### config.mk
export PLATFORM = sky130hd
export DESIGN_NAME = rope_queue
export DESIGN_NICKNAME = d
export VERILOG_FILES = /design/src/sv/rotary_position_embedding_defines.svh /design/src/sv/rope_pkg.sv /design/src/sv/rope_queue.sv
export SDC_FILE = /design/constraint.sdc
export NUM_CORES = 1
export LEC_CHECK = 0
export ABC_AREA = 1
export BUFFER_PORTS_ARGS = -buffer_cell sky130_fd_sc_hd__buf_2
export CAP_MARGIN = 20
export CORE_ASPECT_RATIO = 0.9
export CORE_MARGIN = 2
export CORE_UTILIZATION = 57
export DETAILED_ROUTE_END_ITERATION = 8
export PLACE_DENSITY = 0.79
export SETUP_SLACK_MARGIN = 0.5
export SYNTH_ARGS = -nofsm -noshare
export SYNTH_HDL_FRONTEND = slang
export SYNTH_SLANG_ARGS = --single-unit
### constraint.sdc
create_clock -name clk -period 5.28 [get_ports clk]
set_clock_uncertainty 0.15 [all_clocks]
set_input_delay 0.264 -clock clk [delete_from_list [all_inputs] [get_ports clk]]
set_output_delay 0.264 -clock clk [all_outputs]
set_load 0.02 [all_outputs]
### src/sv/rotary_position_embedding_defines.svh
// Assertion macros for the rotary position embedding block.
`ifndef ROTARY_POSITION_EMBEDDING_DEFINES_SVH
`define ROTARY_POSITION_EMBEDDING_DEFINES_SVH

// check a property on every clock edge outside reset
`define RPE_ASSERT(lbl, prop, msg) \
  lbl: assert property (@(posedge clk) disable iff (!rst_n) prop) else $error(msg);

// check a property on every clock edge, reset included
`define RPE_ASSERT_ALWAYS(lbl, prop, msg) \
  lbl: assert property (@(posedge clk) prop) else $error(msg);

`endif

### src/sv/rope_pkg.sv
// Shared types, constants and the CORDIC arctangent table of the rotary embedding block.
`default_nettype none

package rope_pkg;

  localparam int HALF_DIM_DEF     = 64;
  localparam int MAX_POS_DEF      = 65536;
  localparam int CORDIC_STEPS_DEF = 24;

  localparam int DIM_W     = 6;
  localparam int POS_W     = 16;
  localparam int FREQ_W    = 32;
  localparam int DATA_W    = 32;
  localparam int MAXPOS_W  = 17;
  localparam int HDIM_W    = 7;
  localparam int ANG_W     = 32;
  localparam int GAIN_W    = 48;
  localparam int ACC_W     = 50;
  localparam int PADDR_W   = 3;
  localparam int PDATA_W   = 32;

  localparam int QUEUE_DEPTH = 4;
  localparam int QPTR_W      = 2;
  localparam int QCNT_W      = 3;

  localparam logic [31:0] GAIN_Q32 = 32'd2608131496;

  localparam logic [MAXPOS_W-1:0] MAXPOS_RST = 17'd65536;
  localparam logic [HDIM_W-1:0]   HDIM_RST   = 7'd64;

  localparam logic ACT_LOAD   = 1'b0;
  localparam logic ACT_ROTATE = 1'b1;

  localparam logic REG_MAX_POSITIONS    = 1'b0;
  localparam logic REG_ACTIVE_HALF_DIMS = 1'b1;

  typedef struct packed {
    logic [ACC_W-1:0] x;
    logic [ACC_W-1:0] y;
    logic [ANG_W-1:0] z;
    logic             err;
    logic             last;
  } rope_item_t;

  typedef struct packed {
    logic              full;
    logic              empty;
    logic [QCNT_W-1:0] count;
  } rope_qstat_t;

  function automatic logic [ANG_W-1:0] atan_turn(input int unsigned i);
    logic [ANG_W-1:0] a;
    unique case (i)
      0:  a = 32'h20000000;
      1:  a = 32'h12E4051E;
      2:  a = 32'h09FB385B;
      3:  a = 32'h051111D4;
      4:  a = 32'h028B0D43;
      5:  a = 32'h0145D7E1;
      6:  a = 32'h00A2F61E;
      7:  a = 32'h00517C55;
      8:  a = 32'h0028BE53;
      9:  a = 32'h00145F2F;
      10: a = 32'h000A2F98;
      11: a = 32'h000517CC;
      12: a = 32'h00028BE6;
      13: a = 32'h000145F3;
      14: a = 32'h0000A2FA;
      15: a = 32'h0000517D;
      16: a = 32'h000028BE;
      17: a = 32'h0000145F;
      18: a = 32'h00000A30;
      19: a = 32'h00000518;
      20: a = 32'h0000028C;
      21: a = 32'h00000146;
      22: a = 32'h000000A3;
      23: a = 32'h00000051;
      24: a = 32'h00000029;
      25: a = 32'h00000014;
      26: a = 32'h0000000A;
      27: a = 32'h00000005;
      28: a = 32'h00000003;
      29: a = 32'h00000001;
      30: a = 32'h00000001;
      default: a = 32'h00000000;
    endcase
    return a;
  endfunction

endpackage

`default_nettype wire

### src/sv/rope_queue.sv
// Short queue between the front end and the CORDIC pipeline.
`default_nettype none

module rope_queue import rope_pkg::*; (
  input  wire logic        clk,
  input  wire logic        rst_n,
  input  wire logic        push,
  input  wire rope_item_t  push_item,
  input  wire logic        pop,
  output rope_item_t       head,
  output rope_qstat_t      stat
);

  rope_item_t        entries_r [QUEUE_DEPTH];
  logic [QPTR_W-1:0] wr_ptr_r;
  logic [QPTR_W-1:0] rd_ptr_r;
  logic [QCNT_W-1:0] count_r;
  logic [QCNT_W-1:0] count_nxt;

  always_comb begin
    count_nxt = count_r;
    if (push && !pop) begin
      count_nxt = count_r + 1'b1;
    end else if (pop && !push) begin
      count_nxt = count_r - 1'b1;
    end
  end

  always_ff @(posedge clk) begin
    if (!rst_n) begin
      wr_ptr_r <= '0;
      rd_ptr_r <= '0;
      count_r  <= '0;
    end else begin
      if (push) begin
        wr_ptr_r <= wr_ptr_r + 1'b1;
      end
      if (pop) begin
        rd_ptr_r <= rd_ptr_r + 1'b1;
      end
      count_r <= count_nxt;
    end
  end

  always_ff @(posedge clk) begin
    if (push) begin
      entries_r[wr_ptr_r] <= push_item;
    end
  end

  assign head       = entries_r[rd_ptr_r];
  assign stat.count = count_r;
  assign stat.full  = count_r == QCNT_W'(QUEUE_DEPTH);
  assign stat.empty = count_r == '0;

endmodule

`default_nettype wire

==> metrics.txt <==
Critical R2R Capture entries_r[2][5]; most common cell in the netlist edfxtp_1; vias in the first global route ~13,000; Post-synth EDFFs 536; Mapped Nets ~1,500; Final Wtd Congestion 0.735; gr usage total about a quarter; maximum vdd ir drop 0.312 mV; Initial Util 57.9%; Setup CP Type reg -> out; Post-Synthesis Cells 1,354; worst min path class in -> reg; Register Area between 15,000 and 20,000 um2; number of clock buffers inserted by TritonCTS 52; DR iter-0 viols 1,103; top cells by count, synth edfxtp_1, nor2_1, o21ai_0, o22ai_1, o21ai_1; Worst path slowest cell clkinv_4; H-tree lvl count 2; DR WL/cell a little over 20 um; Die Height 183 um; row cnt 65; vias post-DR 12,900; post-placement cell area 21,800 um2; Crit path required time 4870 ps; synth unique cells 22; area of the mapped netlist 20,300 um2; antenna violations before repair 2; die area 37,200 um2; CP arrival between 3000 and 4000 ps; Slew headroom 26.8%; Synth Flop Type edfxtp_1; I/O pin count approximately 280; RSZ-0062 raised after global routing false; average cell area after synthesis 15.0 um2; maximum clock frequency 258 MHz; Max Cap Viol 0; endpoints failing setup 0; DR pass1 iterations 7; path depth of the worst reg2reg path 5; FILL cells 2,207; status complete, no violations; period utilization approximately three quarters; Clk Latency, worst-skew pair roughly 560 ps; Yosys reg bits 545; hold_sp push_item[26]; # DRC 0; Seq/Total Area, Yosys 80.0%; Routed WL 46.2 mm; Area contributors post-synth edfxtp_1, o21ai_0, nor2_1, o22ai_1, buf_6; fin nets 1,889; power per cell area 389 nW/um2; DP HPWL 23.1 mm; worst-path maximum fanout about 130; Multi-input gate area 3390 um2; Finished Cell Area 24,900 um2; Finished Core Util between 70 and 80%; Non-Filler Instances 2,252; Final Power about 9.7 mW; Clk Tree Root Cell clkbuf_16; Core Area 35,100 um2; CTS Buffer Depth 3; WHS Endpoint entries_r[2][26]; Slew @ Worst Pin roughly 1100 ps; layout cell share with drive strength beyond 1 20.5%; total grt overflow 0; Clock transition at path regs 60 ps; top-area cell type share of the netlist area 79.1%; Startpoint Class flop; slowest stage delay, CP 1090 ps; LEAKAGE around 8.7 nW; Setup TNS Final 0 ps; CP cell instances clkinv_4 > o21ai_0 > o22ai_1 > buf_2; reg2reg start wr_ptr_r[0]; final hold violations 0; DR vias/cell ~5.7; largest area contributor in the netlist edfxtp_1; Port-buffer cells 276; flop2flop setup slack 2770 ps; placed cells 2,023; CP Capture Type output pin; area delta synth->final 22.2%; CTS sink count 545; min cycle time layout between 3000 and 4000 ps; Post-DRT Antenna Nets 0; largest net degree at the start of global routing about 180; synth warn 0; CTS tree yes; Hold Path Depth 2; Slew Limit Fails 0; Die X 203 um; fraction of registers with async set/reset 0%; global-route wire length before repair just over 70 mm
## cell usage in the layout (no fill, tap or decap), drive strengths merged
cell type	n
buf	288
clkinvlp	3
nand2	9
o21ai	274
fa	1
nand4	1
nor2	273
ha	5
dlygate4sd3	137
diode	1
clkinv	16
nor3	2
inv	17
clkbuf	67
bufinv	5
dfxtp	9
o22ai	134
nand3	1
edfxtp	536
a21oi	4
## routing by layer
layer  track usage (%)  share of wire (%)  vias to the layer above
met2              41.1                 49                      581
met4              6.92                1.9                        0
met1              32.3                 40                     6331
met5                 0                  0                        -
li1                  -                  -                     5916
met3              6.82                9.0                       72
## metrics by stage
stage	hold WS (ps)	worst slack, ps
after floorplan	213	1470
after CTS	246	1410
after global placement	265	2100
after global routing	271	1200
final	282	1400
after detailed placement	273	2030
## final cells by class
class / count / area share (%)
Antenna cell: 1 / 0.0101
Clock buffer: 67 / 5.59
Clock inverter: 24 / 1.02
Inverter: 17 / 0.388
Multi-Input combinational cell: 704 / 13.6
Sequential cell: 545 / 65.5
Tap cell: 469 / 2.36
Timing Repair Buffer: 425 / 11.5
## flip-flops by register name (all words and copies together), names as in the netlist, named ones only
register / cells
wr_ptr_r: 2
entries_r: 536
rd_ptr_r: 2
count_r: 3
## worst max path at each step
stage                startpoint         endpoint  slack [ps]  cells past startpoint
finish                     flop        head[124]        1400                      4
CTS                        flop         head[11]        1410                      4
detailed placement         flop         head[41]        2030                      4
global route               flop         head[51]        1200                      4
floorplan           wr_ptr_r[0]  entries_r[2][0]        1470                      4
global placement           flop         head[51]        2100                      4
## critical path: cells and delay by family, from the launching register on
kind,cells,cell delay (ps)
AOI/OAI and AO/OA,2,590
buffers and inverters,2,1280
DFF,1,910
## logic make-up (layout without fill, tap and decap cells)
kind of cell               Yosys count  in the layout  share of synthesized area, %
AOI/OAI and AO/OA                  412            412                          11.0
adders and majority gates            6              6                         0.406
buffers and inverters              105            533                          3.33
DFF                                545            545                          80.0
other                                0              1                             0
and+or+nand+nor                    286            286                          5.31
## where the power goes
group	total, mW	switching [mW]	internal, mW
clock network	3.62	1.53	2.10
logic	1.03	0.694	0.332
registers	5.02	0.0689	4.95
## what timing repair did
item	4_1_cts	5_1_grt
endpoints found under the hold margin	545	0
setup buffers	0	0
hold buffers	137	0
gates resized for setup	0	0
(Power assumes the default switching activity.)
